`config.mk`:
```
export PLATFORM = sky130hd
export DESIGN_NAME = keypad_code_lock
export DESIGN_NICKNAME = d
export VERILOG_FILES = /design/src/design/klc_pkg.sv /design/src/design/klc_cfg_regs.sv /design/src/design/klc_step.sv /design/src/design/keypad_code_lock.sv
export SDC_FILE = /design/constraint.sdc
export NUM_CORES = 1
export LEC_CHECK = 0
export BUFFER_PORTS_ARGS = -buffer_cell sky130_fd_sc_hd__buf_2
export CORE_AREA = 2 2 121 88
export DETAILED_ROUTE_END_ITERATION = 6
export DIE_AREA = 0 0 123 90
export GPL_TIMING_DRIVEN = 0
export HOLD_SLACK_MARGIN = 0.08
export PLACE_DENSITY = 0.77
export SLEW_MARGIN = 5
export SYNTH_ARGS = -nofsm -noshare
export SYNTH_HDL_FRONTEND = slang
export SYNTH_SLANG_ARGS = --single-unit
```
`constraint.sdc`:
```
create_clock -name clk -period 3.4 [get_ports clk]
set_input_delay 0.85 -clock clk [delete_from_list [all_inputs] [get_ports clk]]
set_output_delay 0.85 -clock clk [all_outputs]
set_load 0.02 [all_outputs]
```
`src/design/klc_pkg.sv`:
```
// klc_pkg: request types, status codes, key codes and register indexes
// for the keypad code lock; has no dependencies
package klc_pkg;

  // one keypad poll
  typedef struct packed {
    logic [1:0] key_code;
    logic       second_pulse;
  } in_req_t;

  // one poll result
  typedef struct packed {
    logic [2:0] status;
    logic [2:0] digits_entered;
    logic [1:0] tries_left;
    logic [7:0] lockout_left;
    logic       cursor_visible;
    logic       session_end;
  } out_req_t;

  // configuration register set
  typedef struct packed {
    logic [3:0]  stored_code;
    logic [15:0] timeout_polls;
    logic [7:0]  lockout_seconds;
    logic [1:0]  tries_allowed;
    logic [9:0]  blink_half_polls;
  } cfg_t;

  // status codes
  localparam logic [2:0] ST_WAITING  = 3'd0;
  localparam logic [2:0] ST_DIGIT    = 3'd1;
  localparam logic [2:0] ST_GRANTED  = 3'd2;
  localparam logic [2:0] ST_WRONG    = 3'd3;
  localparam logic [2:0] ST_LOCKED   = 3'd4;
  localparam logic [2:0] ST_UNLOCKED = 3'd5;
  localparam logic [2:0] ST_TIMEOUT  = 3'd6;

  // key codes
  localparam logic [1:0] KEY_NONE = 2'd0;
  localparam logic [1:0] KEY_ZERO = 2'd1;
  localparam logic [1:0] KEY_ONE  = 2'd2;

  // register indexes
  localparam logic [2:0] REG_STORED_CODE  = 3'd0;
  localparam logic [2:0] REG_TIMEOUT      = 3'd1;
  localparam logic [2:0] REG_LOCKOUT      = 3'd2;
  localparam logic [2:0] REG_TRIES        = 3'd3;
  localparam logic [2:0] REG_BLINK_HALF   = 3'd4;

  // register reset values
  localparam logic [3:0]  RST_STORED_CODE = 4'd0;
  localparam logic [15:0] RST_TIMEOUT     = 16'd10000;
  localparam logic [7:0]  RST_LOCKOUT     = 8'd180;
  localparam logic [1:0]  RST_TRIES       = 2'd3;
  localparam logic [9:0]  RST_BLINK_HALF  = 10'd500;

endpackage

```
`src/design/klc_cfg_regs.sv`:
```
// klc_cfg_regs: configuration register file of the keypad code lock
// depends on klc_pkg
module klc_cfg_regs (
  input  logic          clk,
  input  logic          rst_n,
  input  logic          cfg_we,
  input  logic [2:0]    cfg_index,
  input  logic [15:0]   cfg_wdata,
  output klc_pkg::cfg_t cfg
);
  import klc_pkg::*;

  cfg_t cfg_r;

  // register writes, unknown indexes are dropped
  always_ff @(posedge clk) begin
    if (!rst_n) begin
      cfg_r.stored_code      <= RST_STORED_CODE;
      cfg_r.timeout_polls    <= RST_TIMEOUT;
      cfg_r.lockout_seconds  <= RST_LOCKOUT;
      cfg_r.tries_allowed    <= RST_TRIES;
      cfg_r.blink_half_polls <= RST_BLINK_HALF;
    end else if (cfg_we) begin
      case (cfg_index)
        REG_STORED_CODE: cfg_r.stored_code      <= cfg_wdata[3:0];
        REG_TIMEOUT:     cfg_r.timeout_polls    <= cfg_wdata;
        REG_LOCKOUT:     cfg_r.lockout_seconds  <= cfg_wdata[7:0];
        REG_TRIES:       cfg_r.tries_allowed    <= cfg_wdata[1:0];
        REG_BLINK_HALF:  cfg_r.blink_half_polls <= cfg_wdata[9:0];
        default: ;
      endcase
    end
  end

  assign cfg = cfg_r;

endmodule

```
`src/design/klc_step.sv`:
```
// klc_step: lock state registers and the per-poll update logic
// depends on klc_pkg
module klc_step #(
  parameter int CODE_DIGITS = 4
) (
  input  logic              clk,
  input  logic              rst_n,
  input  logic              step_en,
  input  klc_pkg::in_req_t  req,
  input  klc_pkg::cfg_t     cfg,
  output klc_pkg::out_req_t rsp
);
  import klc_pkg::*;

  localparam int CW = $clog2(CODE_DIGITS + 1);
  localparam logic [CW-1:0] DIGITS_FULL = CW'(CODE_DIGITS);

  logic                   locked_r,   locked_nxt;
  logic [CW-1:0]          dcnt_r,     dcnt_nxt;
  logic [CODE_DIGITS-1:0] bits_r,     bits_nxt;
  logic [1:0]             tries_r,    tries_nxt;
  logic [7:0]             lock_cnt_r, lock_cnt_nxt;
  logic [15:0]            polls_r,    polls_nxt;
  logic [10:0]            phase_r,    phase_nxt;

  logic [CODE_DIGITS-1:0] code_ext;
  logic [CODE_DIGITS-1:0] bits_key;
  logic [CW-1:0]          dcnt_key;
  logic [10:0]            phase_inc;
  logic [7:0]             lock_dec;
  logic                   key_digit;
  logic [2:0]             status;
  logic                   cursor;
  logic                   sess_end;

  // stored code widened or cut to the code length, upper digits are zero
  always_comb begin
    for (int i = 0; i < CODE_DIGITS; i++) begin
      code_ext[i] = (i < 4) ? cfg.stored_code[i % 4] : 1'b0;
    end
  end

  // digit shifted in at the current position
  always_comb begin
    bits_key = bits_r;
    for (int i = 0; i < CODE_DIGITS; i++) begin
      if (dcnt_r == CW'(i) && req.key_code == KEY_ONE) begin
        bits_key[i] = 1'b1;
      end
    end
    dcnt_key = dcnt_r + CW'(1);
  end

  assign key_digit = (req.key_code == KEY_ZERO || req.key_code == KEY_ONE) &&
                     (dcnt_r < DIGITS_FULL);
  assign phase_inc = phase_r + 11'd1;
  assign lock_dec  = (req.second_pulse && lock_cnt_r != 8'd0) ? lock_cnt_r - 8'd1
                                                              : lock_cnt_r;

  // next state and result of one poll
  always_comb begin
    locked_nxt   = locked_r;
    dcnt_nxt     = dcnt_r;
    bits_nxt     = bits_r;
    tries_nxt    = tries_r;
    lock_cnt_nxt = lock_cnt_r;
    polls_nxt    = polls_r;
    phase_nxt    = phase_r;
    status       = ST_WAITING;
    cursor       = 1'b0;
    sess_end     = 1'b0;
    if (locked_r) begin
      // lockout countdown
      lock_cnt_nxt = lock_dec;
      if (lock_dec == 8'd0) begin
        locked_nxt = 1'b0;
        tries_nxt  = cfg.tries_allowed;
        dcnt_nxt   = '0;
        bits_nxt   = '0;
        status     = ST_UNLOCKED;
      end else begin
        status = ST_LOCKED;
      end
    end else if (polls_r == cfg.timeout_polls) begin
      // session timeout
      dcnt_nxt  = '0;
      bits_nxt  = '0;
      tries_nxt = cfg.tries_allowed;
      polls_nxt = '0;
      phase_nxt = '0;
      status    = ST_TIMEOUT;
      sess_end  = 1'b1;
    end else if (tries_r == 2'd0) begin
      // lockout start, key discarded
      locked_nxt   = 1'b1;
      lock_cnt_nxt = cfg.lockout_seconds;
      dcnt_nxt     = '0;
      bits_nxt     = '0;
      status       = ST_LOCKED;
    end else begin
      // entry poll: cursor, then key, then compare
      polls_nxt = polls_r + 16'd1;
      cursor    = (phase_r < {1'b0, cfg.blink_half_polls});
      phase_nxt = (phase_inc >= {cfg.blink_half_polls, 1'b0}) ? 11'd0 : phase_inc;
      if (key_digit) begin
        dcnt_nxt = dcnt_key;
        bits_nxt = bits_key;
        status   = ST_DIGIT;
      end
      if (dcnt_nxt >= DIGITS_FULL) begin
        if (bits_nxt == code_ext) begin
          dcnt_nxt  = '0;
          bits_nxt  = '0;
          tries_nxt = cfg.tries_allowed;
          polls_nxt = '0;
          phase_nxt = '0;
          status    = ST_GRANTED;
          sess_end  = 1'b1;
        end else begin
          dcnt_nxt  = '0;
          bits_nxt  = '0;
          tries_nxt = tries_r - 2'd1;
          status    = ST_WRONG;
        end
      end
    end
  end

  // result fields
  always_comb begin
    rsp.status         = status;
    rsp.digits_entered = 3'(dcnt_nxt);
    rsp.tries_left     = tries_nxt;
    rsp.lockout_left   = locked_nxt ? lock_cnt_nxt : 8'd0;
    rsp.cursor_visible = cursor;
    rsp.session_end    = sess_end;
  end

  // state registers, updated once per poll
  always_ff @(posedge clk) begin
    if (!rst_n) begin
      locked_r   <= 1'b0;
      dcnt_r     <= '0;
      bits_r     <= '0;
      tries_r    <= RST_TRIES;
      lock_cnt_r <= 8'd0;
      polls_r    <= 16'd0;
      phase_r    <= 11'd0;
    end else if (step_en) begin
      locked_r   <= locked_nxt;
      dcnt_r     <= dcnt_nxt;
      bits_r     <= bits_nxt;
      tries_r    <= tries_nxt;
      lock_cnt_r <= lock_cnt_nxt;
      polls_r    <= polls_nxt;
      phase_r    <= phase_nxt;
    end
  end

endmodule

```
`src/design/keypad_code_lock.sv`:
```
// keypad_code_lock: top level, input and result registers around the lock
// depends on klc_pkg, klc_cfg_regs and klc_step
//
// Usage: each request on the in_ channel is one keypad poll (key code and
// one-second pulse); each poll yields exactly one result request on the
// out_ channel carrying status, digit count, tries, lockout time, cursor
// and session end. Configuration is written through cfg_we/cfg_index/
// cfg_wdata while no poll is in flight; it takes effect on the next poll.
// A poll is captured in the input register, processed by klc_step and its
// result is then captured in the result register.
// Throughput: one poll per cycle while the receiver does not stall; the state
// update loop of klc_step sets this figure.
// Reset (rst_n low, synchronous) returns registers to their defaults and
// the lock to entry mode with all tries available; no result is pending.
// When the receiver stalls, the result register holds; an empty input
// register takes one more poll, and in_stall is raised until the result moves.
module keypad_code_lock #(
  parameter int CODE_DIGITS = 4
) (
  input  logic              clk,
  input  logic              rst_n,
  input  logic              in_valid,
  output logic              in_stall,
  input  klc_pkg::in_req_t  in_data,
  output logic              out_valid,
  input  logic              out_stall,
  output klc_pkg::out_req_t out_data,
  input  logic              cfg_we,
  input  logic [2:0]        cfg_index,
  input  logic [15:0]       cfg_wdata
);
  import klc_pkg::*;

  cfg_t     cfg;
  in_req_t  in_data_r;
  logic     in_vld_r;
  out_req_t out_data_r;
  logic     out_vld_r;
  out_req_t step_rsp;
  logic     advance;
  logic     step_en;

  klc_cfg_regs u_cfg (
    .clk       (clk),
    .rst_n     (rst_n),
    .cfg_we    (cfg_we),
    .cfg_index (cfg_index),
    .cfg_wdata (cfg_wdata),
    .cfg       (cfg)
  );

  klc_step #(
    .CODE_DIGITS (CODE_DIGITS)
  ) u_step (
    .clk     (clk),
    .rst_n   (rst_n),
    .step_en (step_en),
    .req     (in_data_r),
    .cfg     (cfg),
    .rsp     (step_rsp)
  );

  // handshake control
  assign advance  = !out_vld_r || !out_stall;
  assign step_en  = in_vld_r && advance;
  assign in_stall = in_vld_r && !advance;

  // input register
  always_ff @(posedge clk) begin
    if (!rst_n) begin
      in_vld_r <= 1'b0;
    end else if (!in_stall) begin
      in_vld_r <= in_valid;
    end
  end

  always_ff @(posedge clk) begin
    if (!in_stall && in_valid) begin
      in_data_r <= in_data;
    end
  end

  // result register
  always_ff @(posedge clk) begin
    if (!rst_n) begin
      out_vld_r <= 1'b0;
    end else if (advance) begin
      out_vld_r <= in_vld_r;
    end
  end

  always_ff @(posedge clk) begin
    if (step_en) begin
      out_data_r <= step_rsp;
    end
  end

  assign out_valid = out_vld_r;
  assign out_data  = out_data_r;

endmodule
```
==> results of run 1 <==
## per-stage QoR
| stage | cell area [sq um] | instances | setup WS (ns) |
|---|---|---|---|
| 6_report | 6380 | 856 | 0.348 |
| 3_5_place_dp | 6060 | 841 | 0.203 |
| 3_3_place_gp | 6060 | 841 | 0.150 |
| 5_1_grt | 6380 | 856 | 0.102 |
| 2_1_floorplan | 5670 | 664 | 0.731 |
| 4_1_cts | 6390 | 857 | 0.194 |
## final timing paths
check,to,slack [ns],depth (start not counted),start
worst min-delay path,u_cfg.cfg[3],0.46,2,u_cfg.cfg[3]
worst max-delay path,u_step.phase_r[2],0.35,12,u_step.phase_r[0]
worst max register to register,u_step.phase_r[2],0.35,12,u_step.phase_r[0]
worst min register to register,u_cfg.cfg[3],0.46,2,u_cfg.cfg[3]
## per-layer routing
layer | GRT usage, % | share of wire (%)
met5 | 0 | 0
met4 | 8.14 | 1.9
met3 | 7.30 | 7.2
met2 | 40.2 | 44
met1 | 39.4 | 47
## power breakdown
part           leakage, nW  internal [mW]  switching [mW]
clock network        0.144          0.648           0.497
registers            0.897           1.33          0.0221
logic                 1.62         0.0693           0.139
total                 2.66           2.05           0.658
## synth_stat cells, drive strengths merged (10+ instances only)
library cell / count
nand2: 105
dfxtp: 87
nor2: 57
a21oi: 39
nand3: 32
ha: 30
clkbuf: 28
xor2: 25
o21ai: 24
inv: 23
nor3: 22
edfxtp: 21
nor2b: 14
a22oi: 12
xnor2: 10
## logic make-up (layout without fill, tap and decap cells)
kind of cell	after synthesis	count (layout)	share of synthesized area, %
mux	10	10	1.81
fa+ha+maj	30	30	6.62
buf+inv	57	117	4.01
simple gates	286	286	24.1
xor+xnor	35	35	5.40
compound gates	138	138	16.2
flops	108	108	41.8
## flip-flops by register name, summed over array words and instances (netlist names)
| signal | cells |
|---|---|
| u_step.phase_r | 11 |
| out_data | 18 |
| in_data_r | 3 |
| u_step.polls_r | 16 |
| u_step.bits_r | 4 |
| out_valid | 1 |
| u_step.lock_cnt_r | 8 |
| u_step.dcnt_r | 3 |
| in_vld_r | 1 |
| u_step.locked_r | 1 |
| u_step.tries_r | 2 |
| u_cfg.cfg | 40 |
## area by class of cell
class                      instances  area [sq um]  share of cell area, %
clock inverter                     7          98.8                   1.55
inverter                          24          90.1                   1.41
buffer                            32           135                   2.12
clock buffer                       9           225                   3.53
multi-input combinational        499          3070                   48.1
sequential                       108          2370                   37.2
timing repair buffer              45           225                   3.53
tap                              132           165                   2.59
## worst max-delay path, stage by stage, from the launching register on
cell     delay (ns)
dfxtp_1        0.48
ha_1           0.26
and3_1         0.22
and3_1         0.22
nor2b_1        0.07
or2_2          0.30
ha_1           0.18
a21o_1         0.15
a21o_1         0.17
nor4_1         0.19
o211a_1        0.43
o21ai_0        0.17
a21oi_1        0.15
==> impl_metrics.toml, run 1 <==
[floorplan]
io_pins = 47
die_area_sq_mm = 0.0111
start_util_pct = 56.7
die_y_microns = 90
row_count = 31
die_width_microns = 123
core_area_sq_mm = 0.0100

[global_route]
grt_pass1_vias = 4844
grt_pass1_wl_microns = 23900
grt_util_all_layers_pct = 27.4
grt.overflow.total = 0
grt_max_degree = 28
antenna_found_initial = 0

[place]
numPortBuffers = 45
gp_congestion = 0.941
dp.final_hpwl_microns = 10900

[sta]
setup_viol = 0
clock.fmax_mhz = 328
slew_viol_final = 0
rsz0062_at_grt = "false"
hold_viol_final = 0
fin_crit_sh_pct = 89.8
fin_worst_skew_ns = 0.00888
slew_headroom_pct = 52.8
whs_ns = 0.459
tns_ns = 0
min_period_ns = 3.05
tightest_slew_ns = 0.701

[routing]
route.vias.total = 5137
wl_microns = 14700
drt_iter0_drc = 459
antenna_left = 0
via_per_inst = 6.00
drc_errors = 0
dr.pass1.iters = 5
wl_per_cell_microns = 17.2

[yosys]
ys_top_cells_by_area = "dfxtp_1 31%, edfxtp_1 11%, nand2_1 6.9%"
yosysWarningCount = 0
ys_ff_latch = 108
syn_avg_cell_area_sq_um = 8.54
synth_async_sr_flop_share_pct = 0
ys_types = 63
synthesis.nets = 721
syn-instance-count = 664
synth_top_area_share_pct = 30.7
ys_seq_area_share_pct = 41.8
synth_ff_type = "dfxtp_1"
synth_edf_count = 21
yosys.area.top_type = "dfxtp_1"
syn_area_sq_mm = 0.00567

[finish]
syn_to_final_growth_pct = 12.6
diodes = 0
drive_gt1_share_pct = 11.6
final_cell_mix = "105 x nand2_1, 87 x dfxtp_1, 57 x nor2_1"
final_common_cell = "nand2_1"
n_fill_cell = 862
final_core_util_pct = 63.8
nNetsFinal = 776

[power]
max-vdd-ir-drop_mv = 0.267
total_power_mw = 2.71
cellPowerDensity_mw_per_mm2 = 424
power_leakage_nw = 2.66

[worst_setup_path]
arrival_ns = 3.33
start_kind = "flop"
worstPathRequired_ns = 3.68
worstSetupPathType = "reg -> reg"
endpoint_kind = "flop"
critical_path.max_fanout = 11

[clocking]
cts_tree = "done"
clock_sinks = 108
postCtsSetupBuffers = 0
root_buffer = "clkbuf_16"
clockBufferDepth = 2
cts-resized-gates = 0
clk_pin_slew_worst_paths_ns = 0.07
hold_buffers = 0
clkLatencyLatePin_ns = 0.36
cts_made_buffers = 9
htreeDepth = 3

[worst_hold_path]
hold_class = "reg -> reg"

[status]
outcome = "finished, final reports clean"

[job]
maxCapViolCount = 0
No activity file was read; power rests on OpenSTA's default activity.
==> run 2, diff against run 1 <==
Settings changed: MAX_ROUTING_LAYER from default to met4.
==> impl_metrics.toml, run 2 (same netlist as run 1, synthesis figures left out) <==
[worst_setup_path]
critical_path.max_fanout = 10
worstPathRequired_ns = 3.68
endpoint_kind = "flop"
start_kind = "flop"
arrival_ns = 3.37
worstSetupPathType = "reg -> reg"

[place]
gp_congestion = 0.912
dp.final_hpwl_microns = 10900
numPortBuffers = 45
placedCellCount = 842
post-place-ws_ns = 0.0990

[global_route]
antenna_found_initial = 1
grt_util_all_layers_pct = 27.8
grt.overflow.total = 0
grt_max_degree = 20
grt_pass1_vias = 4775
grt_pass1_wl_microns = 23600

[clocking]
cts_tree = "done"
clockBufferDepth = 2
clkLatencyLatePin_ns = 0.36
clock_sinks = 108
htreeDepth = 3
cts_made_buffers = 9
root_buffer = "clkbuf_16"
clk_pin_slew_worst_paths_ns = 0.07
hold_buffers = 0

[sta]
slew_headroom_pct = 52.8
clock.fmax_mhz = 324
tightest_slew_ns = 0.703
timing.final.ws_setup_ns = 0.312
fin_worst_skew_ns = 0.0144
slew_viol_final = 0
rsz0062_at_grt = "false"
tns_ns = 0
hold_viol_final = 0
fin_crit_sh_pct = 90.8
min_period_ns = 3.09
setup_viol = 0

[finish]
drive_gt1_share_pct = 11.8
largest_reg_flops = 40
final_core_util_pct = 63.9
final_cell_mix = "105 x nand2_1, 87 x dfxtp_1, 57 x nor2_1"
n_fill_cell = 872
final_cells = 859
multi_input_area_sq_mm = 0.00308
syn_to_final_growth_pct = 12.8
nNetsFinal = 778
final_common_cell = "nand2_1"
register_area_sq_mm = 0.00237

[routing]
wl_microns = 14700
drt_iter0_drc = 516
route.vias.total = 5100
via_per_inst = 5.94
wl_per_cell_microns = 17.1
antenna_left = 0
drc_errors = 0
dr.pass1.iters = 5

[power]
cellPowerDensity_mw_per_mm2 = 417
power_leakage_nw = 2.67
total_power_mw = 2.67
max-vdd-ir-drop_mv = 0.278

[floorplan]
row_count = 31
die_width_microns = 123
die_area_sq_mm = 0.0111
io_pins = 47
core_area_sq_mm = 0.0100
start_util_pct = 56.7
die_y_microns = 90

[job]
maxCapViolCount = 0

[status]
outcome = "finished, final reports clean"

[worst_hold_path]
hold_class = "reg -> reg"
==> run 2: cell type report <==
cell class,count,share of cell area [%]
Multi-Input combinational cell,499,48.2
Sequential cell,108,37.1
Clock buffer,10,3.74
Timing Repair Buffer,46,3.70
Tap cell,132,2.58
Buffer,33,2.17
Inverter,24,1.41
Clock inverter,6,1.12
Antenna cell,1,0.0391
==> run 2: metrics by stage <==
| stage | hold slack (ns) | instance area, sq um |
|---|---|---|
| finish | 0.456 | 6390 |
| detailed placement | 0.447 | 6070 |
| global placement | 0.449 | 6060 |
| floorplan | 0.436 | 5670 |
| global route | 0.473 | 6390 |
| CTS | 0.458 | 6380 |
==> run 2: worst paths after layout <==
path / cells past startpoint / slack (ns) / start / endpoint
worst max register to register: 13 / 0.31 / u_step.phase_r[0] / u_step.phase_r[2]
worst min-delay path: 2 / 0.46 / u_cfg.cfg[3] / u_cfg.cfg[3]
worst min register to register: 2 / 0.46 / u_cfg.cfg[3] / u_cfg.cfg[3]
worst max-delay path: 13 / 0.31 / u_step.phase_r[0] / u_step.phase_r[2]
==> run 2: per-layer routing <==
layer / GRT usage (%) / routed length [microns]
met1: 38.9 / 6760
met2: 40.7 / 6310
met3: 6.35 / 1320
met4: 7.29 / 289
met5: - / 0
==> run 2: what timing repair did <==
action                     in CTS  in global routing
setup endpoints to repair       0                 10
resized for setup               0                  3
setup buffers                   0                  0
==> run 2: critical path, cell delays in order (launching register included) <==
cell,delay (ns)
dfxtp_1,0.47
ha_1,0.26
and3_1,0.22
and3_1,0.22
nor2b_1,0.07
or2_2,0.30
ha_1,0.18
a21o_1,0.15
a21o_1,0.18
nor4_1,0.25
o211a_1,0.23
clkbuf_2,0.23
o21ai_0,0.13
a21oi_1,0.14
==> run 2: power breakdown <==
part / leakage [nW] / switching, mW / total [mW] / internal [mW]
logic: 1.63 / 0.140 / 0.211 / 0.0708
clock network: 0.145 / 0.503 / 1.10 / 0.597
registers: 0.897 / 0.0216 / 1.35 / 1.33
total: 2.67 / 0.665 / 2.67 / 2.00
